`config.mk`:
```
export PLATFORM = sky130hd
export DESIGN_NAME = ifir_cell
export DESIGN_NICKNAME = d
export VERILOG_FILES = /design/src/rtl/ifir_pkg.sv /design/src/rtl/ifir_cell.sv
export SDC_FILE = /design/constraint.sdc
export NUM_CORES = 2
export LEC_CHECK = 0
export ABC_CLOCK_PERIOD_IN_PS = 17010
export BUFFER_PORTS_ARGS = -buffer_cell sky130_fd_sc_hd__clkbuf_2
export CAP_MARGIN = 20
export CORE_MARGIN = 4
export CORE_UTILIZATION = 50
export CTS_BUF_LIST = sky130_fd_sc_hd__clkbuf_4 sky130_fd_sc_hd__clkbuf_8
export DETAILED_ROUTE_END_ITERATION = 8
export HOLD_SLACK_MARGIN = 0.1
export MAX_ROUTING_LAYER = met4
export PLACE_DENSITY = 0.78
export SYNTH_ARGS = -nofsm -noshare
export SYNTH_HDL_FRONTEND = slang
export SYNTH_SLANG_ARGS = --single-unit
```
`constraint.sdc`:
```
create_clock -name clock -period 17.01 [get_ports clock]
set_input_delay 1.701 -clock clock [delete_from_list [all_inputs] [get_ports clock]]
set_output_delay 1.701 -clock clock [all_outputs]
set_load 0.005 [all_outputs]
```
`src/rtl/ifir_pkg.sv`:
```
// Shared types and constants for the interpolating complex FIR.
// No dependencies; imported by every module of the block.
package ifir_pkg;

   localparam int SMP_W      = 16;
   localparam int PROD_W     = 2 * SMP_W;
   localparam int ACC_W      = 36;
   localparam int FACTOR_W   = 5;
   localparam int CSR_ADDR_W = 3;
   localparam int CSR_DATA_W = 64;
   localparam int NUM_PAIRS  = 4;

   // register indexes on the csr port
   localparam logic [CSR_ADDR_W-1:0] CSR_UPSAMPLE    = 3'd0;
   localparam logic [CSR_ADDR_W-1:0] CSR_COEFF_PAIR0 = 3'd1;

   // complex sample or tap: I in the high half, Q in the low half
   typedef struct packed {
      logic signed [SMP_W-1:0] i;
      logic signed [SMP_W-1:0] q;
   } cplx16_type;

   // complex partial sum, taken modulo 2^ACC_W
   typedef struct packed {
      logic [ACC_W-1:0] i;
      logic [ACC_W-1:0] q;
   } cplx36_type;

   // control that travels alongside each sample through the pipe
   typedef struct packed {
      logic valid;
      logic last;
   } ifir_tag_type;

endpackage

```
`src/rtl/ifir_cell.sv`:
```
// One delay-line cell: holds one window sample and registers its tap product.
// Depends on ifir_pkg.
module ifir_cell
   import ifir_pkg::*;
(
   input  logic       clock,
   input  logic       reset,
   input  logic       shift,
   input  cplx16_type tap,
   input  cplx16_type din,
   output cplx16_type dout,
   output cplx36_type prod
);

   cplx16_type               w_ff;
   cplx36_type               prod_ff, prod_in;
   logic signed [PROD_W-1:0] ii, qq, iq, qi;

   assign ii = $signed(din.i) * $signed(tap.i);
   assign qq = $signed(din.q) * $signed(tap.q);
   assign iq = $signed(din.i) * $signed(tap.q);
   assign qi = $signed(din.q) * $signed(tap.i);

   // product of the sample that enters this cell on the shift
   always_comb begin
      prod_in.i = {{(ACC_W-PROD_W){ii[PROD_W-1]}}, ii}
                - {{(ACC_W-PROD_W){qq[PROD_W-1]}}, qq};
      prod_in.q = {{(ACC_W-PROD_W){iq[PROD_W-1]}}, iq}
                + {{(ACC_W-PROD_W){qi[PROD_W-1]}}, qi};
   end

   always_ff @(posedge clock) begin
      if (reset) begin
         w_ff <= '0;
      end else if (shift) begin
         w_ff <= din;
      end
      if (shift) begin
         prod_ff <= prod_in;
      end
   end

   assign dout = w_ff;
   assign prod = prod_ff;

endmodule

```
**Word-level counts from Yosys, hierarchy flattened**

Cells that the tools add are included.
W data, S select, Z words.

- Bits in registers: 104
- Bits of input ports: 67
- Word-level logic and storage cells: 10

- Add/sub/neg operators: 2
- Multipliers: 4

Operators with widths:

| kind | count |
|---|---|
| $mul A16 B16 Y32 | 4 |
| $add A32 B32 Y33 | 1 |
| $sub A32 B32 Y33 | 1 |

**Depth between registers and ports, before layout**

- Word-level depth: 2
- Depth in mapped cells: 28
- Mapped depth without buffers: 26

**Worst setup path after synthesis**

OpenSTA, ideal clock, no wires.

- Path kind: input to register
- From: input din[15] (netlist name)
- To: register prod_ff (netlist bit prod[70]), data pin
- Data arrival time: 8,570 ps
- Path slack: 8,180 ps
- Stages: 25
- Path buffers: 1
- Cell sequence: clkbuf_1 -> nand2_1 -> inv_1 -> fa_1 -> inv_1 -> fa_1 -> inv_1 -> fa_1 -> inv_1 -> fa_1 -> fa_1 -> fa_1 -> fa_1 -> inv_1 -> fa_1 -> inv_1 -> ha_1 -> a211oi_2 -> o21bai_1 -> a2111o_1 -> a221oi_2 -> o21ai_2 -> a2111oi_2 -> o21ai_1 -> xnor2_1

RTL lines:

| item | line | RTL |
|---|---|---|
| start, declared | ifir_cell.sv:10 | `input cplx16_type din,` |
| end signal, assigned | ifir_cell.sv:39 | `prod_ff <= prod_in;` |
| end, declared | ifir_cell.sv:16 | `cplx36_type prod_ff, prod_in;` |

==> impl_metrics.csv <==
group,metric,value,unit
run_status,status,"completed",
logic_synthesis,yosys_most_used_dff,"edfxtp_1",
logic_synthesis,synth-seq-area-share,0.0603,
drt,postRouteAntennaNets,0,
global_routing,grt_pass1_wl,176000,um
drt,first_iter_violations,1884,
clock_network,cts_tree,"built",
run,maxCapViolCount,0,
sta,report.final.hold_viol_count,0,
critical_path,start_kind,"input port",
floorplanning,io_pins,171,
clock_network,cts_sinks,98,
sta,maxSlewHeadroom,0.299,
logic_synthesis,ys_types,60,
sta,worstMarginPinSlew,1.05,ns
critical_path,critPathArrivalTime,9.65,ns
finish,layout_common_cells,"1274 x inv_1, 1173 x fa_1, 510 x nand2_1",
placed_design,port_buffers,170,
global_routing,antenna_found_initial,8,
critical_path,endpoint_kind,"register",
clock_network,clockBufferDepth,2,
logic_synthesis,syn_avg_cell_area,9.67,sq um
sta,period_needed,9.38,ns
floorplanning,fp.dieH,303,um
sta,rsz0062_at_grt,"no",
finish,final_common_cell,"inv_1",
clock_network,post_cts_buffers,0,
clock_network,cts_buffers,9,
finish,layout-drive-gt1-share,0.0537,
clock_network,worstSkewPairLatency,0.51,ns
logic_synthesis,synth_edf_count,66,
logic_synthesis,syn_area,43500,sq um
drt,via_count,29800,
clock_network,htree_levels,3,
logic_synthesis,async_reset_ff_frac,0,
floorplanning,rows,107,
finish,design_area,45400,sq um
drt,routedWlPerCell,18.4,um
finish,nets,6054,
placed_design,placed_area,45200,sq um
global_routing,grt_usage,0.254,
sta,fmax,0.107,GHz
logic_synthesis,yosysWarnings,0,
floorplanning,initial_core_util,0.508,
drt,drc_errors,0,
floorplanning,die_w,303,um
sta,min_period_over_period,0.552,
floorplanning,core_region_area,85700,sq um
global_routing,grt_max_degree,51,
critical_path,crit_fanout,27,
critical_path,critPathRequiredTime,17.27,ns
sta,final-setup-viol-count,0,
placed_design,dp_hpwl,79700,um
clock_network,hold_buffers,0,
sta,clock-skew-final,0,ns
logic_synthesis,synth_nets,6048,
clock_network,cts_root_buf,"clkbuf_8",
finish,syn_to_final_growth,4.48,%
drt,vias_per_cell,5.26,
sta,slew_violations,0,
clock_network,cts_resized,0,
global_routing,gr-total-overflow,0,
sta,setup_tns,0,ns
global_routing,grt_pass1_vias,33900,
logic_synthesis,synthCells,4498,
placed_design,place_congestion,0.892,
clock_network,path_clk_slew,0.12,ns
drt,dr.pass1.iters,5,
min_path,hold_class,"register to register",
logic_synthesis,yosys_register_bits,98,
critical_path,worst-setup-path-type,"input port to register",
floorplanning,die_area,91800,sq um
drt,routed_wl,104000,um
==> path summary, 6_finish.rpt <==
kind / startpoint / end / slack [ns] / depth (start not counted)
min: dout[22] / dout[22] / 0.50 / 2
max: tap[15] / prod[34] / 7.63 / 24
min reg2reg: dout[22] / dout[22] / 0.50 / 2
max reg2reg: dout[9] / dout[9] / 16.31 / 2
==> registers in the layout (all words and copies together) (netlist names) <==
| signal | cells |
|---|---|
| dout | 32 |
| prod | 66 |
==> metal layers <==
layer  wire length (um)  track usage  vias to the layer above
met5                  0            -                        -
met3               8560       0.0447                      227
met2              52000        0.417                     1278
met4               3780       0.0920                        0
met1              39800        0.320                    15500
li1                   -            -                    12700
==> area by class of cell <==
class | instances | area [sq um]
Clock buffer | 10 | 138
Fill cell | 7528 | 40200
Timing Repair Buffer | 205 | 1120
Sequential cell | 98 | 2620
Tap cell | 1144 | 1430
Antenna cell | 8 | 20.0
Multi-Input combinational cell | 2915 | 35300
Clock inverter | 6 | 55.1
Inverter | 1275 | 4790
==> critical path, cell delays in order <==
cell	delay (ns)
clkbuf_2	0.23
clkinv_1	0.84
fa_1	0.86
inv_1	0.06
fa_1	0.52
inv_1	0.05
fa_1	0.46
fa_1	0.55
inv_1	0.06
fa_1	0.48
fa_1	0.50
fa_1	0.49
inv_1	0.05
fa_1	0.47
inv_1	0.04
ha_1	0.42
nand4_1	0.12
a21oi_1	0.25
o211ai_1	0.19
a31oi_1	0.56
a32oi_1	0.25
o21ai_0	0.22
a21oi_1	0.11
xnor2_1	0.13
==> stage by stage <==
step	utilization	std cells	hold slack, ns	setup slack (ns)
5_1_grt	0.530	5661	0.535	7.30
4_1_cts	0.530	5653	0.514	7.78
3_3_place_gp	0.528	5637	0.472	7.41
2_1_floorplan	-	4498	0.485	8.18
6_report	0.530	5661	0.501	7.63
3_5_place_dp	0.528	5637	0.484	7.19
==> cell usage after synthesis (4+ instances only) <==
master	count	area, sq um
a211o_1	4	35.0
dfxtp_1	32	641
and3_1	5	31.3
a211oi_2	4	50.1
nand2_1	510	1910
and2_1	474	2970
o21bai_1	8	60.1
xnor2_1	75	657
a31oi_1	5	31.3
edfxtp_1	66	1980
nand2b_1	34	213
clkbuf_1	201	754
nand3_1	8	40.0
nor3_1	8	40.0
o21a_1	4	30.0
nor2_1	88	330
xor2_1	20	175
a21oi_1	53	265
o21ai_0	23	115
mux2i_1	32	320
a21o_1	20	150
buf_4	6	45.0
inv_1	1274	4780
o211ai_1	7	52.6
fa_1	1173	23500
ha_1	310	3880
a211oi_1	6	45.0
==> cell families (layout without fill, tap and decap cells) <==
kind of cell               Yosys count  in the layout  synth area share
buffers and inverters             1485           1496             0.129
adders and majority gates         1483           1483             0.629
and+or+nand+nor                   1145           1145             0.130
AOI/OAI and AO/OA                  160            160            0.0251
DFF                                 98             98            0.0603
xor gates and xnor gates            95             95            0.0191
muxes                               32             32           0.00736
other                                0              8                 0
Power is not shown: default switching activity piles up to over one toggle a cycle in this logic, so the estimate is an artifact.
