--- src/rtl/ifir_pkg.sv ---
// Shared types and constants for the interpolating complex FIR.
// No dependencies; imported by every module of the block.
package ifir_pkg;

   localparam int SMP_W      = 16;
   localparam int PROD_W     = 2 * SMP_W;
   localparam int ACC_W      = 36;
   localparam int FACTOR_W   = 5;
   localparam int CSR_ADDR_W = 3;
   localparam int CSR_DATA_W = 64;
   localparam int NUM_PAIRS  = 4;

   // register indexes on the csr port
   localparam logic [CSR_ADDR_W-1:0] CSR_UPSAMPLE    = 3'd0;
   localparam logic [CSR_ADDR_W-1:0] CSR_COEFF_PAIR0 = 3'd1;

   // complex sample or tap: I in the high half, Q in the low half
   typedef struct packed {
      logic signed [SMP_W-1:0] i;
      logic signed [SMP_W-1:0] q;
   } cplx16_type;

   // complex partial sum, taken modulo 2^ACC_W
   typedef struct packed {
      logic [ACC_W-1:0] i;
      logic [ACC_W-1:0] q;
   } cplx36_type;

   // control that travels alongside each sample through the pipe
   typedef struct packed {
      logic valid;
      logic last;
   } ifir_tag_type;

endpackage

--- src/rtl/ifir_seq.sv ---
// Zero-stuffing sequencer: holds one symbol and emits it followed by zeros.
// Depends on ifir_pkg.
module ifir_seq
   import ifir_pkg::*;
#(
   parameter int MAX_FACTOR = 16
) (
   input  logic                clock,
   input  logic                reset,
   input  logic                req_valid,
   output logic                req_stall,
   input  logic signed [15:0]  req_sample_i,
   input  logic signed [15:0]  req_sample_q,
   input  logic [FACTOR_W-1:0] factor,
   input  logic                adv,
   output cplx16_type          smp,
   output ifir_tag_type        tag
);

   localparam int IDX_W = (MAX_FACTOR > 1) ? $clog2(MAX_FACTOR) : 1;
   localparam int FX_W  = FACTOR_W + 2;
   localparam logic [FX_W-1:0] MAXF = FX_W'(MAX_FACTOR);

   logic             busy_ff, busy_in;
   logic [IDX_W-1:0] idx_ff, idx_in;
   cplx16_type       sym_ff, sym_in;
   logic [FX_W-1:0]  f_ext, f_eff;
   logic [IDX_W-1:0] last_idx;
   logic             at_last, emit, take;

   // clamp the factor: zero acts as one, large values saturate
   always_comb begin
      f_ext = {2'b00, factor};
      if (factor == '0) begin
         f_eff = FX_W'(1);
      end else if (f_ext > MAXF) begin
         f_eff = MAXF;
      end else begin
         f_eff = f_ext;
      end
   end

   assign last_idx  = IDX_W'(f_eff - FX_W'(1));
   assign at_last   = (idx_ff == last_idx);
   assign emit      = busy_ff && adv;
   assign req_stall = busy_ff && !(adv && at_last);
   assign take      = req_valid && !req_stall;

   always_comb begin
      busy_in = busy_ff;
      idx_in  = idx_ff;
      sym_in  = sym_ff;
      if (emit) begin
         if (at_last) begin
            busy_in = 1'b0;
            idx_in  = '0;
         end else begin
            idx_in = IDX_W'(idx_ff + 1'b1);
         end
      end
      if (take) begin
         busy_in  = 1'b1;
         sym_in.i = req_sample_i;
         sym_in.q = req_sample_q;
      end
   end

   always_ff @(posedge clock) begin
      if (reset) begin
         busy_ff <= 1'b0;
         idx_ff  <= '0;
      end else begin
         busy_ff <= busy_in;
         idx_ff  <= idx_in;
      end
      sym_ff <= sym_in;
   end

   assign smp       = (idx_ff == '0) ? sym_ff : '0;
   assign tag.valid = busy_ff;
   assign tag.last  = at_last;

endmodule

--- config.mk ---
export PLATFORM = sky130hd
export DESIGN_NAME = ifir_seq
export DESIGN_NICKNAME = d
export VERILOG_FILES = /design/src/rtl/ifir_pkg.sv /design/src/rtl/ifir_seq.sv
export SDC_FILE = /design/constraint.sdc
export NUM_CORES = 1
export LEC_CHECK = 0
export BUFFER_PORTS_ARGS = -buffer_cell sky130_fd_sc_hd__buf_2
export CAP_MARGIN = 10
export CORE_MARGIN = 2
export CORE_UTILIZATION = 35
export CTS_CLUSTER_DIAMETER = 80
export DETAILED_ROUTE_END_ITERATION = 12
export HOLD_SLACK_MARGIN = 0.12
export PLACE_DENSITY = 0.65
export SYNTH_ARGS = -nofsm -noshare
export SYNTH_HDL_FRONTEND = slang
export SYNTH_SLANG_ARGS = --single-unit
export TNS_END_PERCENT = 10
--- constraint.sdc ---
create_clock -name clock -period 2.6 [get_ports clock]
set_clock_uncertainty 0.15 [all_clocks]
set_input_delay 0.26 -clock clock [delete_from_list [all_inputs] [get_ports clock]]
set_output_delay 0.26 -clock clock [all_outputs]
set_load 0.05 [all_outputs]
== Yosys cells after proc, flatten, opt, wreduce, memory -nomap -nowiden ==
Cells that the tools add are included.
Word-level totals
  flip-flop bits (word level): 37
  bits in latches: 0
  RAM bits: 0
  ROM bits: 0
  bits of input ports: 41
  memories kept: 0
Operators by class
  add/sub/neg operators: 2
  multiply operators: 0
  div/mod/pow operators: 0
  magnitude comparators: 1
  equality and inequality tests: 1
  shifts and indexed selects: 0
  mux-type cells: 7
  bitwise logic cells: 0
  reductions and logical operators: 11
Operators by type and width (number)
  32-bit two-way mux: 1
  4-bit two-way mux: 3
  5-bit > comparator, second input constant: 1
  5-bit zero test: 1
  4-bit by 1-bit adder with 4-bit output, second input constant: 1
  4-bit equality test: 1
  1-bit logical AND: 4
  4-bit zero test: 1
  2-bit nonzero test: 2
  4-bit by 1-bit subtractor with 4-bit output, second input constant: 1
  1-bit two-way mux: 3
  1-bit zero test: 2
  2-bit AND reduction: 1

== Longest topological paths before layout ==
  word-level depth: 12
  mapped depth: 8
  gate-level depth less buffers: 7

== Worst setup path after synthesis ==
OpenSTA, ideal clock, no wires.
  kind: input port to flip-flop
  from: input factor[1]
  to: register sym_ff[0] in the netlist's numbering, enable pin
  library setup time: 394 ps
  arrival time: 2284 ps
  path slack: -228 ps
  stages on the path: 7
  path buffers: 0
  path through: nor3_1 -> o21bai_1 -> ha_1 -> xnor2_1 -> xnor2_1 -> nor3_4 -> a32o_1
On the way
  word-level cells in the longest chain between the ends: 10
RTL lines
  start, declared: RTL line ifir_seq.sv:14  | input logic [FACTOR_W-1:0] factor,
  5-bit > comparator: RTL line ifir_seq.sv:36  | end else if (f_ext > MAXF) begin
  4-bit two-way mux: RTL line ifir_seq.sv:36
  4-bit two-way mux (*): RTL line ifir_seq.sv:34  | if (factor == '0) begin
  4-bit by 1-bit subtractor with 4-bit output (*): RTL line ifir_seq.sv:43  | assign last_idx = IDX_W'(f_eff - FX_W'(1));
  4-bit equality test (*): RTL line ifir_seq.sv:44  | assign at_last = (idx_ff == last_idx);
  1-bit logical AND (*): RTL line ifir_seq.sv:46  | assign req_stall = busy_ff && !(adv && at_last);
  1-bit zero test (*): RTL line ifir_seq.sv:46
  1-bit logical AND (*): RTL line ifir_seq.sv:46
  1-bit zero test (*): RTL line ifir_seq.sv:47  | assign take = req_valid && !req_stall;
  1-bit logical AND (*): RTL line ifir_seq.sv:47
  end signal, assigned: RTL line ifir_seq.sv:76  | sym_ff <= sym_in;
  end, declared: RTL line ifir_seq.sv:26  | cplx16_type sym_ff, sym_in;
Mark *: on every way between the ends. The rest lies on a longest branch, timed or not.
A chain may end at the register's enable or synchronous reset.

==> flow_metrics.py <==
metrics = {
    "status": {
        "outcome": "complete, no violations",
    },
    "die": {
        "ios": 76,
        "initial_core_util_pct": 37.0,
        "core_area_mm2": 0.00444,
        "rows": 24,
        "die_h_um": 72.5,
        "dieArea_mm2": 0.00526,
        "die_w_um": 72.5,
    },
    "pwr": {
        "power_density_mw_per_mm2": 675,
        "power_mw": 1.71,
        "vdd_ir_drop_max_v": 0.000290,
        "p_leak_nw": 1.07,
    },
    "placement": {
        "dp_cells": 247,
        "port-buffer-count": 75,
        "gp_congestion": 0.737,
        "placed_area_mm2": 0.00209,
        "place_hpwl_um": 2400,
    },
    "critical_path": {
        "critical_path_class": "primary input to output pin",
        "start_kind": "primary input",
        "cp_data_required_time_ps": 2190,
        "path_max_fanout": 7,
        "critPathTopFamily": "simple AND/OR/NAND/NOR gates",
        "cp.arrival_ps": 1990,
        "cp_num_buf_inv": 2,
        "worst_path_largest_cell_delay_ps": 340,
        "slowest_stage": "nor3_4",
        "cp-end-kind": "output pin",
        "path_cells": "buf_2 -> nor3_1 -> o21bai_1 -> ha_1 -> xnor2_1 -> xnor2_1 -> nor3_4 -> and2_1 -> buf_2",
    },
    "cts": {
        "ctsHoldBuffers": 33,
        "clock-root-buffer": "clkbuf_8",
        "clock-sinks": 37,
        "ctsResizeCount": 0,
        "clockBufferDepth": 2,
        "numCtsBuffers": 5,
        "path_clk_slew_ps": 70,
        "insertion_delay_ps": 280,
        "post_cts_buffers": 0,
        "cts_tree": "done",
        "h-tree-depth": 2,
    },
    "layout": {
        "n_antenna_cell": 0,
        "drive_above_1_share_pct": 38.1,
        "num-nets-final": 279,
        "fin_area_mm2": 0.00253,
        "fin_util_pct": 57.0,
        "area_growth_pct": 54.0,
        "fin_cells": 288,
    },
    "synth": {
        "synth-edff-count": 32,
        "synth.yosys.warnings": 0,
        "async_flop_share_pct": 0,
        "synth.avg_cell_area_um2": 13.3,
        "synth_top_cells_by_area": "edfxtp_1 58%, and2_1 13%, dfxtp_1 6.1%",
        "netlist_instances": 124,
        "synth_top_area_cell": "edfxtp_1",
        "yosysMostFrequentCell": "and2_1",
        "syn_area_mm2": 0.00164,
        "yosys.cell_types.count": 35,
        "ys.flop_type": "edfxtp_1",
        "ys_ff_latch": 37,
        "synth_nets": 168,
        "synth_common_cells": "35 x and2_1, 32 x edfxtp_1, 5 x dfxtp_1",
        "synth_seq_area_share_pct": 64.5,
        "yosysTopAreaCellShare_pct": 58.4,
    },
    "sta": {
        "finalHoldViolCount": 0,
        "final-max-slew-violation-count": 0,
        "rsz0062_at_grt": "false",
        "clock.fmax_mhz": 417,
        "period_share_pct": 92.3,
        "tightest_slew_ps": 349,
        "setup_viol": 0,
        "fin_crit_ps": 2400,
        "setup_tns_ps": 0,
        "slew_headroom_pct": 76.6,
    },
    "route": {
        "wl_per_cell_um": 13.0,
        "ant_nets": 0,
        "dr.pass1.iters": 4,
        "num_vias": 1318,
        "wl_um": 3750,
        "initialDrtViolationCount": 75,
        "via_per_inst": 4.58,
        "drc": 0,
    },
    "grt": {
        "grt-ovfl-total": 0,
        "grt_pass1_wl_um": 5670,
        "track_usage_pct": 14.4,
        "grt_max_degree": 33,
        "antenna_found_initial": 0,
        "grt_pass1_vias": 1318,
    },
    "run": {
        "max-cap-violations": 0,
    },
    "min_path": {
        "hp-class": "primary input to flip-flop",
    },
}
==> cell type report <==
type	count	area (um^2)
Clock buffer	5	68.8
Clock inverter	3	41.3
Fill cell	394	1910
Inverter	4	15.0
Multi-Input combinational cell	76	539
Sequential cell	37	1060
Tap cell	52	65.1
Timing Repair Buffer	111	741
==> cell families (layout without fill, tap and decap cells) <==
kind of cell / after synthesis / after routing / share of synthesized area, %
adders and majority gates: 3 / 3 / 2.28
DFF: 37 / 37 / 64.5
xor gates and xnor gates: 4 / 4 / 2.13
and+or+nand+nor: 53 / 53 / 20.2
AOI/OAI and AO/OA: 16 / 16 / 7.76
buffers and inverters: 11 / 123 / 3.04
==> worst paths after layout <==
path / startpoint / end / slack, ps / cells after the start
hold / removal: req_valid / busy_ff / 130 / 3
hold reg to reg: busy_ff / busy_ff / 410 / 2
setup reg to reg: idx_ff[2] / sym_ff[12] / 560 / 5
setup / recovery: factor[1] / tag[0] / 200 / 9
==> metrics by stage <==
| stage | hold WS [ps] | worst slack [ps] |
|---|---|---|
| 3_3_place_gp | 287 | 125 |
| 6_report | 133 | 201 |
| 5_1_grt | 143 | 33.4 |
| 3_5_place_dp | 288 | 87.5 |
| 4_1_cts | 122 | 192 |
| 2_1_floorplan | 209 | 4.22 |
==> layout by cell type, fill, tap and decap left out, types with 2 or more instances in the layout <==
| cell | n |
|---|---|
| a21oi_1 | 2 |
| buf_4 | 2 |
| or3_1 | 2 |
| nor2b_1 | 2 |
| and2_1 | 35 |
| nor2_1 | 2 |
| buf_2 | 75 |
| dlygate4sd3_1 | 33 |
| clkbuf_8 | 5 |
| nor3_1 | 3 |
| a31oi_1 | 3 |
| inv_1 | 4 |
| dfxtp_1 | 5 |
| edfxtp_1 | 32 |
| ha_1 | 3 |
| o211ai_1 | 2 |
| xnor2_1 | 3 |
==> power breakdown <==
part / switching [mW] / internal [mW]
Combinational: 0.367 / 0.165
Sequential: 0.0122 / 0.685
Clock: 0.198 / 0.282
Total: 0.577 / 1.13
==> flip-flops by register name, indices dropped and copies added (netlist names) <==
register,cells
sym_ff,32
idx_ff,4
busy_ff,1
==> metal layers <==
layer  wire length [um]  up-vias  share of wire (%)  global-route usage, %
met2               2020       48                 54                   28.1
li1                   -      663                  -                      -
met3                217        4                5.8                   4.03
met4                 51        0                1.4                   6.17
met1               1460      603                 39                   13.8
met5                  0        -                  0                      0
==> tightest hold or removal path: stages <==
cell and delay, ps:
buf_2 120, nor2_1 80, a311oi_1 50
No activity file was read; power rests on OpenSTA's default activity.
